`src/rtl/binned_multi_reduction_defines.svh`:
```
// Assertion macros, clocked on clock and disabled while reset is high.
`ifndef BINNED_MULTI_REDUCTION_DEFINES_SVH
`define BINNED_MULTI_REDUCTION_DEFINES_SVH

`ifndef SYNTHESIS

`define BMR_ASSERT(lbl, expr) \
   lbl: assert property (@(posedge clock) disable iff (reset) (expr)) \
      else $error("binned_multi_reduction: assertion failed");

`define BMR_ASSERT_IMPL(lbl, pre, post) \
   lbl: assert property (@(posedge clock) disable iff (reset) (pre) |-> (post)) \
      else $error("binned_multi_reduction: assertion failed");

`define BMR_ASSERT_NEXT(lbl, pre, post) \
   lbl: assert property (@(posedge clock) disable iff (reset) (pre) |=> (post)) \
      else $error("binned_multi_reduction: assertion failed");

`else

`define BMR_ASSERT(lbl, expr)

`define BMR_ASSERT_IMPL(lbl, pre, post)

`define BMR_ASSERT_NEXT(lbl, pre, post)

`endif

`endif

```
`src/rtl/bmr_pkg.sv`:
```
`default_nettype none

package bmr_pkg;

   localparam int BIN_COUNT   = 16;
   localparam int VALUE_WIDTH = 32;
   localparam int BIN_WIDTH   = 4;
   localparam int OP_WIDTH    = 2;
   localparam int CFG_WIDTH   = 5;

   localparam logic [CFG_WIDTH-1:0] BINS_RESET = CFG_WIDTH'(16);

   localparam logic [OP_WIDTH-1:0] OP_ACCUM = 2'd0;
   localparam logic [OP_WIDTH-1:0] OP_READ  = 2'd1;
   localparam logic [OP_WIDTH-1:0] OP_CLEAR = 2'd2;

   localparam logic [VALUE_WIDTH-1:0] ID_SUM = '0;
   localparam logic [VALUE_WIDTH-1:0] ID_MIN = {1'b0, {(VALUE_WIDTH-1){1'b1}}};
   localparam logic [VALUE_WIDTH-1:0] ID_MAX = {1'b1, {(VALUE_WIDTH-1){1'b0}}};
   localparam logic [VALUE_WIDTH-1:0] ID_AND = '1;
   localparam logic [VALUE_WIDTH-1:0] ID_OR  = '0;

   typedef struct packed {
      logic [VALUE_WIDTH-1:0] sum_v;
      logic [VALUE_WIDTH-1:0] min_v;
      logic [VALUE_WIDTH-1:0] max_v;
      logic [VALUE_WIDTH-1:0] and_v;
      logic [VALUE_WIDTH-1:0] or_v;
   } entry_type;

   typedef struct packed {
      logic [VALUE_WIDTH-1:0] sum_out;
      logic [VALUE_WIDTH-1:0] min_out;
      logic [VALUE_WIDTH-1:0] max_out;
      logic [VALUE_WIDTH-1:0] and_out;
      logic [VALUE_WIDTH-1:0] or_out;
      logic                   bad_bin;
   } result_type;

endpackage

`default_nettype wire

```
`src/rtl/bmr_req_if.sv`:
```
`default_nettype none

interface bmr_req_if;
   import bmr_pkg::*;

   logic                          valid;
   logic                          ready;
   logic [OP_WIDTH-1:0]           op;
   logic [BIN_WIDTH-1:0]          bin_index;
   logic signed [VALUE_WIDTH-1:0] sample_value;

   modport source (output valid, output op, output bin_index, output sample_value,
                   input ready);
   modport sink   (input valid, input op, input bin_index, input sample_value,
                   output ready);
endinterface

`default_nettype wire

```
`src/rtl/bmr_rsp_if.sv`:
```
`default_nettype none

interface bmr_rsp_if;
   import bmr_pkg::*;

   logic                          valid;
   logic                          ready;
   logic signed [VALUE_WIDTH-1:0] sum_out;
   logic signed [VALUE_WIDTH-1:0] min_out;
   logic signed [VALUE_WIDTH-1:0] max_out;
   logic [VALUE_WIDTH-1:0]        and_out;
   logic [VALUE_WIDTH-1:0]        or_out;
   logic                          bad_bin;

   modport source (output valid, output sum_out, output min_out, output max_out,
                   output and_out, output or_out, output bad_bin, input ready);
   modport sink   (input valid, input sum_out, input min_out, input max_out,
                   input and_out, input or_out, input bad_bin, output ready);
endinterface

`default_nettype wire

```
`src/rtl/bmr_ram.sv`:
```
`default_nettype none

module bmr_ram #(
   parameter int WIDTH = 32,
   parameter int DEPTH = 16
) (
   input  logic                     clock,
   input  logic                     wr_en,
   input  logic [$clog2(DEPTH)-1:0] wr_addr,
   input  logic [WIDTH-1:0]         wr_data,
   input  logic                     rd_en,
   input  logic [$clog2(DEPTH)-1:0] rd_addr,
   output logic [WIDTH-1:0]         rd_data
);

   logic [WIDTH-1:0] mem_ff [DEPTH];
   logic [WIDTH-1:0] rd_data_ff;

   // read-before-write on a shared address
   always_ff @(posedge clock) begin
      if (wr_en) begin
         mem_ff[wr_addr] <= wr_data;
      end
      if (rd_en) begin
         rd_data_ff <= mem_ff[rd_addr];
      end
   end

   assign rd_data = rd_data_ff;

endmodule

`default_nettype wire

```
`src/rtl/bmr_fold.sv`:
```
`default_nettype none

module bmr_fold (
   input  logic                            first,
   input  bmr_pkg::entry_type              cur,
   input  logic [bmr_pkg::VALUE_WIDTH-1:0] value,
   output bmr_pkg::entry_type              next
);
   import bmr_pkg::*;

   always_comb begin
      if (first) begin
         next.sum_v = value;
         next.min_v = value;
         next.max_v = value;
         next.and_v = value;
         next.or_v  = value;
      end else begin
         next.sum_v = cur.sum_v + value;
         next.min_v = ($signed(value) < $signed(cur.min_v)) ? value : cur.min_v;
         next.max_v = ($signed(cur.max_v) < $signed(value)) ? value : cur.max_v;
         next.and_v = cur.and_v & value;
         next.or_v  = cur.or_v | value;
      end
   end

endmodule

`default_nettype wire

```
`src/rtl/binned_multi_reduction.sv`:
```
// A read item passes the update stage, then its result is offered from the output register.
// Throughput: one item per cycle unless stalled; bin memory is read at accept, written back by
// the update stage; a same-bin follow-on item takes the last write from a bypass register.
// A read result held at the output stalls a following read in the update stage and the input.
// Reset (synchronous): valid marks cleared at once, bins_ff set to 16, no clearing pass.
`default_nettype none

`include "binned_multi_reduction_defines.svh"

module binned_multi_reduction (
   input  logic                          clock,
   input  logic                          reset,
   bmr_req_if.sink                       req_ch,
   bmr_rsp_if.source                     rsp_ch,
   input  logic                          csr_wr_en,
   input  logic [bmr_pkg::CFG_WIDTH-1:0] csr_wr_data
);
   import bmr_pkg::*;

   logic [CFG_WIDTH-1:0]   bins_ff, bins_in;
   logic                   s1_valid_ff, s1_valid_in;
   logic [OP_WIDTH-1:0]    s1_op_ff;
   logic [BIN_WIDTH-1:0]   s1_bin_ff;
   logic [VALUE_WIDTH-1:0] s1_value_ff;
   logic [BIN_COUNT-1:0]   bin_valid_ff, bin_valid_in;
   logic                   fwd_valid_ff, fwd_valid_in;
   logic [BIN_WIDTH-1:0]   fwd_bin_ff;
   entry_type              fwd_entry_ff;
   logic                   out_valid_ff, out_valid_in;
   result_type             out_ff, out_in;

   logic [$bits(entry_type)-1:0] ram_rd_bits;
   entry_type              ram_rdata, cur_entry, next_entry;
   logic                   req_fire, s1_is_read, s1_advance, s1_fire;
   logic                   in_range, wr_en, out_load, fwd_hit;

   assign req_fire   = req_ch.valid && req_ch.ready;
   assign s1_is_read = (s1_op_ff == OP_READ);
   assign s1_advance = !s1_is_read || !out_valid_ff || rsp_ch.ready;
   assign s1_fire    = s1_valid_ff && s1_advance;
   assign req_ch.ready = !s1_valid_ff || s1_advance;

   assign in_range = ({1'b0, s1_bin_ff} < bins_ff) &&
                     ({1'b0, s1_bin_ff} < CFG_WIDTH'(BIN_COUNT));

   // last write is always the freshest copy of its bin
   assign ram_rdata = entry_type'(ram_rd_bits);
   assign fwd_hit   = fwd_valid_ff && (fwd_bin_ff == s1_bin_ff);
   assign cur_entry = fwd_hit ? fwd_entry_ff : ram_rdata;

   assign wr_en    = s1_fire && (s1_op_ff == OP_ACCUM) && in_range;
   assign out_load = s1_fire && s1_is_read;

   bmr_ram #(
      .WIDTH ($bits(entry_type)),
      .DEPTH (BIN_COUNT)
   ) u_ram (
      .clock   (clock),
      .wr_en   (wr_en),
      .wr_addr (s1_bin_ff),
      .wr_data (next_entry),
      .rd_en   (req_fire),
      .rd_addr (req_ch.bin_index),
      .rd_data (ram_rd_bits)
   );

   bmr_fold u_fold (
      .first (!bin_valid_ff[s1_bin_ff]),
      .cur   (cur_entry),
      .value (s1_value_ff),
      .next  (next_entry)
   );

   always_comb begin
      bins_in      = csr_wr_en ? csr_wr_data : bins_ff;
      s1_valid_in  = req_fire || (s1_valid_ff && !s1_advance);
      fwd_valid_in = fwd_valid_ff || wr_en;
      out_valid_in = out_load || (out_valid_ff && !rsp_ch.ready);

      bin_valid_in = bin_valid_ff;
      if (s1_fire) begin
         case (s1_op_ff)
            OP_CLEAR: bin_valid_in = '0;
            OP_ACCUM: begin
               if (in_range) begin
                  bin_valid_in[s1_bin_ff] = 1'b1;
               end
            end
            default: bin_valid_in = bin_valid_ff;
         endcase
      end

      if (!in_range) begin
         out_in         = '0;
         out_in.bad_bin = 1'b1;
      end else if (bin_valid_ff[s1_bin_ff]) begin
         out_in.sum_out = cur_entry.sum_v;
         out_in.min_out = cur_entry.min_v;
         out_in.max_out = cur_entry.max_v;
         out_in.and_out = cur_entry.and_v;
         out_in.or_out  = cur_entry.or_v;
         out_in.bad_bin = 1'b0;
      end else begin
         out_in.sum_out = ID_SUM;
         out_in.min_out = ID_MIN;
         out_in.max_out = ID_MAX;
         out_in.and_out = ID_AND;
         out_in.or_out  = ID_OR;
         out_in.bad_bin = 1'b0;
      end
   end

   always_ff @(posedge clock) begin
      if (reset) begin
         bins_ff      <= BINS_RESET;
         s1_valid_ff  <= 1'b0;
         bin_valid_ff <= '0;
         fwd_valid_ff <= 1'b0;
         out_valid_ff <= 1'b0;
      end else begin
         bins_ff      <= bins_in;
         s1_valid_ff  <= s1_valid_in;
         bin_valid_ff <= bin_valid_in;
         fwd_valid_ff <= fwd_valid_in;
         out_valid_ff <= out_valid_in;
      end
   end

   always_ff @(posedge clock) begin
      if (req_fire) begin
         s1_op_ff    <= req_ch.op;
         s1_bin_ff   <= req_ch.bin_index;
         s1_value_ff <= req_ch.sample_value;
      end
      if (wr_en) begin
         fwd_bin_ff   <= s1_bin_ff;
         fwd_entry_ff <= next_entry;
      end
      if (out_load) begin
         out_ff <= out_in;
      end
   end

   assign rsp_ch.valid   = out_valid_ff;
   assign rsp_ch.sum_out = out_ff.sum_out;
   assign rsp_ch.min_out = out_ff.min_out;
   assign rsp_ch.max_out = out_ff.max_out;
   assign rsp_ch.and_out = out_ff.and_out;
   assign rsp_ch.or_out  = out_ff.or_out;
   assign rsp_ch.bad_bin = out_ff.bad_bin;

   `BMR_ASSERT_IMPL(a_write_only_accum, wr_en, s1_valid_ff && (s1_op_ff == OP_ACCUM))
   `BMR_ASSERT_NEXT(a_write_sets_valid, wr_en, bin_valid_ff[$past(s1_bin_ff)])
   `BMR_ASSERT_NEXT(a_clear_drops_all, s1_fire && (s1_op_ff == OP_CLEAR), bin_valid_ff == '0)
   `BMR_ASSERT_NEXT(a_read_gives_item, out_load, out_valid_ff)
   `BMR_ASSERT_IMPL(a_bad_bin_zero, out_valid_ff && out_ff.bad_bin,
                    (out_ff.sum_out == '0) && (out_ff.min_out == '0) &&
                    (out_ff.max_out == '0) && (out_ff.and_out == '0) &&
                    (out_ff.or_out == '0))

endmodule

`default_nettype wire
```
`src/flat_wrapper.sv`:
```
// flat-port wrapper written by rule: the top's interface ports become plain ports
module binned_multi_reduction_flat import bmr_pkg::*;
  (clock, reset, csr_wr_en, csr_wr_data, req_ch_valid, req_ch_op, req_ch_bin_index, req_ch_sample_value, req_ch_ready, rsp_ch_valid, rsp_ch_sum_out, rsp_ch_min_out, rsp_ch_max_out, rsp_ch_and_out, rsp_ch_or_out, rsp_ch_bad_bin, rsp_ch_ready);
  bmr_req_if req_ch_i ();
  bmr_rsp_if rsp_ch_i ();
  input  logic clock;
  input  logic reset;
  input  logic csr_wr_en;
  input  logic [bmr_pkg::CFG_WIDTH-1:0] csr_wr_data;
  input wire logic [$bits(req_ch_i.valid)-1:0] req_ch_valid;
  input wire logic [$bits(req_ch_i.op)-1:0] req_ch_op;
  input wire logic [$bits(req_ch_i.bin_index)-1:0] req_ch_bin_index;
  input wire logic [$bits(req_ch_i.sample_value)-1:0] req_ch_sample_value;
  output wire logic [$bits(req_ch_i.ready)-1:0] req_ch_ready;
  output wire logic [$bits(rsp_ch_i.valid)-1:0] rsp_ch_valid;
  output wire logic [$bits(rsp_ch_i.sum_out)-1:0] rsp_ch_sum_out;
  output wire logic [$bits(rsp_ch_i.min_out)-1:0] rsp_ch_min_out;
  output wire logic [$bits(rsp_ch_i.max_out)-1:0] rsp_ch_max_out;
  output wire logic [$bits(rsp_ch_i.and_out)-1:0] rsp_ch_and_out;
  output wire logic [$bits(rsp_ch_i.or_out)-1:0] rsp_ch_or_out;
  output wire logic [$bits(rsp_ch_i.bad_bin)-1:0] rsp_ch_bad_bin;
  input wire logic [$bits(rsp_ch_i.ready)-1:0] rsp_ch_ready;
  assign req_ch_i.valid = req_ch_valid;
  assign req_ch_i.op = req_ch_op;
  assign req_ch_i.bin_index = req_ch_bin_index;
  assign req_ch_i.sample_value = req_ch_sample_value;
  assign req_ch_ready = req_ch_i.ready;
  assign rsp_ch_valid = rsp_ch_i.valid;
  assign rsp_ch_sum_out = rsp_ch_i.sum_out;
  assign rsp_ch_min_out = rsp_ch_i.min_out;
  assign rsp_ch_max_out = rsp_ch_i.max_out;
  assign rsp_ch_and_out = rsp_ch_i.and_out;
  assign rsp_ch_or_out = rsp_ch_i.or_out;
  assign rsp_ch_bad_bin = rsp_ch_i.bad_bin;
  assign rsp_ch_i.ready = rsp_ch_ready;
  binned_multi_reduction u_core (.clock(clock), .reset(reset), .req_ch(req_ch_i), .rsp_ch(rsp_ch_i), .csr_wr_en(csr_wr_en), .csr_wr_data(csr_wr_data));
endmodule
```
`config.mk`:
```
export PLATFORM = sky130hd
export DESIGN_NAME = binned_multi_reduction_flat
export DESIGN_NICKNAME = d
export VERILOG_FILES = /design/src/rtl/bmr_pkg.sv /design/src/rtl/bmr_req_if.sv /design/src/rtl/bmr_rsp_if.sv /design/src/rtl/bmr_ram.sv /design/src/rtl/bmr_fold.sv /design/src/rtl/binned_multi_reduction.sv /design/src/flat_wrapper.sv
export VERILOG_INCLUDE_DIRS = /design/src /design/src/rtl
export SDC_FILE = /design/constraint.sdc
export NUM_CORES = 2
export LEC_CHECK = 0
export CORE_ASPECT_RATIO = 0.8
export CORE_MARGIN = 10
export CORE_UTILIZATION = 30
export CTS_BUF_LIST = sky130_fd_sc_hd__clkbuf_16
export DETAILED_ROUTE_END_ITERATION = 8
export DONT_BUFFER_PORTS = 1
export SLEW_MARGIN = 10
export SYNTH_ARGS = -nofsm -noshare
export SYNTH_HDL_FRONTEND = slang
export SYNTH_HIERARCHICAL = 1
export SYNTH_SLANG_ARGS = --single-unit
```
`constraint.sdc`:
```
create_clock -name clock -period 18.99 [get_ports clock]
set_input_delay 2.8485 -clock clock [delete_from_list [all_inputs] [get_ports clock]]
set_output_delay 2.8485 -clock clock [all_outputs]
set_load 0.05 [all_outputs]
```
* After elaboration in Yosys (flattened, before gate mapping)
Memory sizes are Yosys's and may differ from the RTL's. A register that Yosys moved wholly into a read port is not among the register bits.
Index checks and enable logic that the tools add are counted.
** Cells by class
- Add/sub/neg operators :: 1
- $lt $le $gt $ge :: 5
- Muxes and demuxes :: 13
- Equality and inequality tests :: 4
- Bitwise logic cells :: 3
- Reduce and logical (&&, ||, !) cells :: 24
** Operators by type and width (number)
- $mux 160 :: 2
- $mux 128 :: 1
- $lt 32x32->1 :: 2
- $mux 32 :: 2
- $add 32x32->32 :: 1
- $and 32x32->32 :: 1
- $or 32x32->32 :: 1
- $pmux 16 s2 :: 1
- $mux 16 :: 1
- $or 16x16->16 :: 1
- $logic_and 1x1->1 :: 9
- $logic_or 1x1->1 :: 6
- $logic_not 1->1 :: 5
- $lt 4x5->1 :: 1
- $lt 4x5->1 const B :: 1
- $bmux 1 s4 :: 1
- $demux 1 s4 :: 1
- $eq 4x4->1 :: 1
- $ge 4x1->1 const B :: 1
- $mux 1 :: 4
- $reduce_and 3->1 :: 1
- $eq 2x1->1 const B :: 1
- $eq 2x2->1 const B :: 1
- $logic_not 2->1 :: 1
- 3 further kinds :: 3
** Storage, ports and cells
- Output and inout bits :: 163
- Memory bits (writable) :: 2560
- Bits in registers :: 387
- Memories kept :: 1
** Memory list
- u_core.u_ram.mem_ff :: words 16, width 160, rd ports 1, clocked after memory_dff 1, wr ports 1, line bmr_ram.sv:16 : logic [WIDTH-1:0] mem_ff [DEPTH];

* Longest topological paths before layout
- Depth in word-level cells :: 9
- Mapped depth :: 18
- Gate-level depth less buffers :: 15

* By module
Netlist, hierarchy kept.
** Modules (own cells, without submodules)
- bmr_ram :: cells each 4191, seq. area each 81678.3 um^2, area each 100901.8 um^2, instances 1
- binned_multi_reduction :: cells each 862, seq. area each 11380.9 um^2, area each 15406.0 um^2, instances 1
- bmr_fold :: cells each 893, seq. area each 0.0 um^2, area each 5659.2 um^2, instances 1

* Worst setup path after synthesis
Ideal clock, no wire load.
- Kind :: flip-flop to flip-flop
- Start point :: register u_core.s1_bin_ff[0]
- End point :: memory u_core/u_ram/mem_ff[12][0] (netlist bit), enable pin
- Period minus slack after synthesis :: 17.212 ns
- Cell stages (with the launch flop) :: 10
- Arrival :: 16.338 ns
- Slack :: 1.778 ns
- Setup time :: 0.874 ns
- Buffers on the path :: 2
- Cell sequence :: edfxtp_1 -> buf_4 -> nand2b_1 -> a21o_1 -> a211oi_2 -> buf_2 -> o21ai_0 -> inv_1 -> nand3_1 -> nor3_1
** Between the ends
- Word-level cells in the longest chain between the ends :: 4
** Ends and longest elaborated chain
- start: declaration :: line binned_multi_reduction.sv:23 : logic [BIN_WIDTH-1:0] s1_bin_ff;
- start signal: assignment :: line binned_multi_reduction.sv:132 : s1_bin_ff <= req_ch.bin_index;
- $lt 4x5->1 :: line binned_multi_reduction.sv:43 : assign in_range = ({1'b0, s1_bin_ff} < bins_ff) &&
- $logic_and 1x1->1 :: line binned_multi_reduction.sv:51 : assign wr_en = s1_fire && (s1_op_ff == OP_ACCUM) && in_range;
- named net u_core.wr_en :: line binned_multi_reduction.sv:35 : logic in_range, wr_en, out_load, fwd_hit;
- $mux 1 :: line bmr_ram.sv:21 : if (wr_en) begin
- $mux 1 (not written as such) :: line bmr_ram.sv:22 : mem_ff[wr_addr] <= wr_data;
- end: declaration :: line bmr_ram.sv:16
The timed path passes the listed nets, and every way through them passes these cells.

==> qor.yml <==
worstSetupStartpointType: "register"
grt_pass1_wl_um: 504000
power.share.clock_pct: 41.5
dieArea_um2: 433000
gp_congestion: 0.858
layout-drive-gt1-share_pct: 22.3
dr.first_iter.drc_count: 8017
clk_pin_slew_ns: 0.06
h-tree-depth: 5
core_um2: 405000
fin_setup_tns_ns: 0
finalMaxSlewViolations: 0
rrSetupSlack_ns: 10.91
die_w_um: 733
period_minus_slack_ns: 8.08
power.density_nw_per_um2: 105
via_per_inst: 5.34
vias: 62700
internal_power_w: 0.0113
p_leak_nw: 43.8
synthCells: 5946
first_pass_iters: 8
async_flop_share_pct: 0
track_usage_pct: 16.2
worst_clock_skew_ns: 0.0550
place_hpwl_um: 202000
ys_warn_count: 6
cts_tree: "yes"
avgRoutedWirePerCell_um: 31.0
worst_slew_pin_slew_ns: 1.23
clock.fmax_mhz: 124
path_class: "register to register"
ant_nets: 0
grt_pass1_vias: 62400
whs_path_depth: 2
holdCritPathClass: "register to register"
wl_um: 365000
min-delay-start: "u_core/bin_valid_ff[11]"
setup_viol: 0
numCtsBuffers: 314
avgSynthCellArea_um2: 20.5
grt_max_degree: 226
netSwitchingFraction_pct: 22.7
ctsLongestPathBuffers: 4
syn-cell-area_um2: 122000
holdPathEnd: "u_core/bin_valid_ff[11]"
clkSinkCount: 3107
start_util_pct: 30.1
synth-seq-cells: 3107
crit_required_ns: 19.40
status: "complete, no violations"
multi_input_area_um2: 27200
yosysUniqueCellTypes: 80
syn-num-nets: 6091
rsz0062_at_grt: "no"
ios: 211
seqPwrFrac_pct: 52.8
synth_edf_count: 3083
p_switching_w: 0.00330
max-cap-violations: 0
crit_path_end_kind: "register"
fill_cells: 37300
clockRootBuffer: "clkbuf_16"
fin_crit_sh_pct: 42.6
reg2reg_to: "u_core/u_ram/mem_ff[5][64]"
hold_violations: 0
hold_buffers: 0
cts_resized: 0
fp-row-count: 209
antenna_found_initial: 28
vdd_drop_max_mv: 0.0700
drc_errors: 0
comb_power_share_pct: 5.7
total_power_w: 0.0146
cp.arrival_ns: 8.50
post-route-util_pct: 34.3
register_area_um2: 93100
area_growth_pct: 14.0
io_buffers: 0
relSlewSlack_pct: 15.4
worstReg2RegStart: "u_core/s1_bin_ff[1]"
postCtsSetupRepairBufs: 0
r2r_cells: 17
seq_area_frac_synth_pct: 76.3
grt-ovfl-total: 0
die_y_um: 590
insertion_delay_ns: 0.94
nNetsFinal: 6250
crit_fanout: 78
synthFlopType: "edfxtp_1"
-- power groups by stage --
stage               Sequential [W]  Combinational, W  Clock [W]
finish                     0.00770          0.000828    0.00605
global route               0.00770          0.000881    0.00645
CTS                        0.00770          0.000820    0.00618
detailed placement         0.00784          0.000817          0
global placement           0.00784          0.000774          0
floorplan                  0.00784          0.000520          0
-- per-stage QoR --
step / hold WS (ns) / std cells / setup slack (ns) / instance area, um^2
after floorplan: 0.414 / 5946 / 1.78 / 122000
after global placement: 0.431 / 11200 / 11.09 / 129000
after detailed placement: 0.442 / 11200 / 10.93 / 129000
after CTS: 0.457 / 11700 / 10.91 / 139000
after global routing: 0.489 / 11700 / 10.51 / 139000
final: 0.454 / 11800 / 10.91 / 139000
-- kinds of logic after synthesis --
family	after synthesis	synth area share [%]
adder cells (fa/ha/maj)	97	1.00
AND/OR/NAND/NOR	693	2.83
XOR/XNOR	25	0.180
multiplexers	915	13.9
buffers and inverters	413	1.62
flip-flops	3107	76.3
AO/OA/AOI/OAI	696	4.15
-- cell usage after synthesis (15+ instances only) --
| library cell | number | share of area (%) |
|---|---|---|
| o21ai_0 | 69 | 0.28 |
| dfxtp_1 | 24 | 0.39 |
| inv_1 | 83 | 0.26 |
| nand3_1 | 69 | 0.28 |
| nor2_1 | 102 | 0.31 |
| buf_2 | 131 | 0.54 |
| nand2_1 | 256 | 0.79 |
| mux4_2 | 599 | 11 |
| nor2b_1 | 137 | 0.70 |
| o22a_1 | 73 | 0.52 |
| o221ai_1 | 28 | 0.20 |
| buf_4 | 41 | 0.25 |
| mux2_1 | 100 | 0.92 |
| clkbuf_1 | 127 | 0.39 |
| nor3_1 | 15 | 0.062 |
| mux2i_1 | 72 | 0.59 |
| a21o_1 | 75 | 0.46 |
| edfxtp_1 | 3083 | 76 |
| nand4b_1 | 29 | 0.21 |
| nand2b_1 | 32 | 0.16 |
| ha_1 | 96 | 0.98 |
| a221oi_1 | 18 | 0.13 |
| mux2_2 | 143 | 1.3 |
| a22oi_1 | 266 | 1.6 |
| a21oi_1 | 84 | 0.34 |
-- area by class of cell --
cell class              count  area share, %
diodes                     25         0.0450
clock buffers             319           5.74
clock inverters           247           1.43
inverters                  86          0.243
multi-input cells        2426           19.6
flip-flops and latches   3107           66.9
well taps                5380           4.84
repair buffers            170           1.22
-- layout by cell type, fill, tap and decap left out, drive strengths merged, types with 8 or more instances in the layout --
| cell type | instances |
|---|---|
| clkbuf | 319 |
| buf | 170 |
| o22a | 73 |
| diode | 25 |
| o41ai | 14 |
| nor2b | 137 |
| nand3 | 69 |
| a21oi | 84 |
| a211oi | 8 |
| o21a | 9 |
| a22oi | 266 |
| edfxtp | 3083 |
| nand4b | 29 |
| clkinvlp | 11 |
| o221ai | 29 |
| a21o | 75 |
| nand2b | 32 |
| ha | 96 |
| o21ai | 73 |
| mux2 | 243 |
| xnor2 | 11 |
| mux2i | 73 |
| nor3 | 16 |
| dfxtp | 24 |
| bufinv | 20 |
| xor2 | 14 |
| nor2 | 104 |
| a221oi | 19 |
| mux4 | 599 |
| nand4 | 10 |
| inv | 160 |
| nand2 | 256 |
| o31ai | 9 |
| clkinv | 142 |
-- worst max-delay path by stage --
stage / slack (ns) / from / to / cells after the start
4_1_cts: 10.91 / u_core/s1_bin_ff[0] / u_core/u_ram/mem_ff[6][64] / 17
2_1_floorplan: 1.78 / u_core/s1_bin_ff[0] / u_core/u_ram/mem_ff[12][0] / 9
5_1_grt: 10.51 / u_core/s1_bin_ff[0] / u_core/u_ram/mem_ff[6][64] / 17
6_report: 10.91 / u_core/s1_bin_ff[1] / u_core/u_ram/mem_ff[5][64] / 17
3_3_place_gp: 11.09 / u_core/s1_bin_ff[0] / u_core/u_ram/mem_ff[4][64] / 17
3_5_place_dp: 10.93 / u_core/s1_bin_ff[0] / u_core/u_ram/mem_ff[3][64] / 17
-- worst max-delay path, cell delays in order, from the launching register on --
cell	delay, ns
edfxtp_1	0.79
xnor2_1	0.20
nand3_1	0.16
nor3_4	0.64
buf_4	0.75
buf_12	0.57
buf_4	0.71
mux2_1	0.47
ha_1	0.21
a21o_1	0.18
a21oi_1	0.18
o22ai_1	0.12
a211oi_2	0.24
o221ai_2	0.16
a41oi_4	0.62
buf_4	0.55
a21oi_1	0.07
nand4b_1	0.69
-- registers in the layout (all words and copies together), names as in the netlist, 2 cells and up --
name                   flops
u_core/rsp_ch.and_out     32
u_core/rsp_ch.min_out     32
u_core/s1_value_ff        32
u_core/rsp_ch.sum_out     32
u_core/fwd_entry_ff      160
u_core/bin_valid_ff       16
u_core/s1_bin_ff           4
u_core/fwd_bin_ff          4
u_core/u_ram/rd_data     160
u_core/bins_ff             5
u_core/rsp_ch.max_out     32
u_core/u_ram/mem_ff     2560
u_core/rsp_ch.or_out      32
u_core/s1_op_ff            2
-- layer usage --
layer	wire, um	share of wire (%)	GRT usage (%)
met2	167000	46	25.4
met5	69	0.019	0
met3	37400	10	4.02
met1	146000	40	21.9
met4	14000	3.8	5.80
No activity file was read; power rests on OpenSTA's default activity.
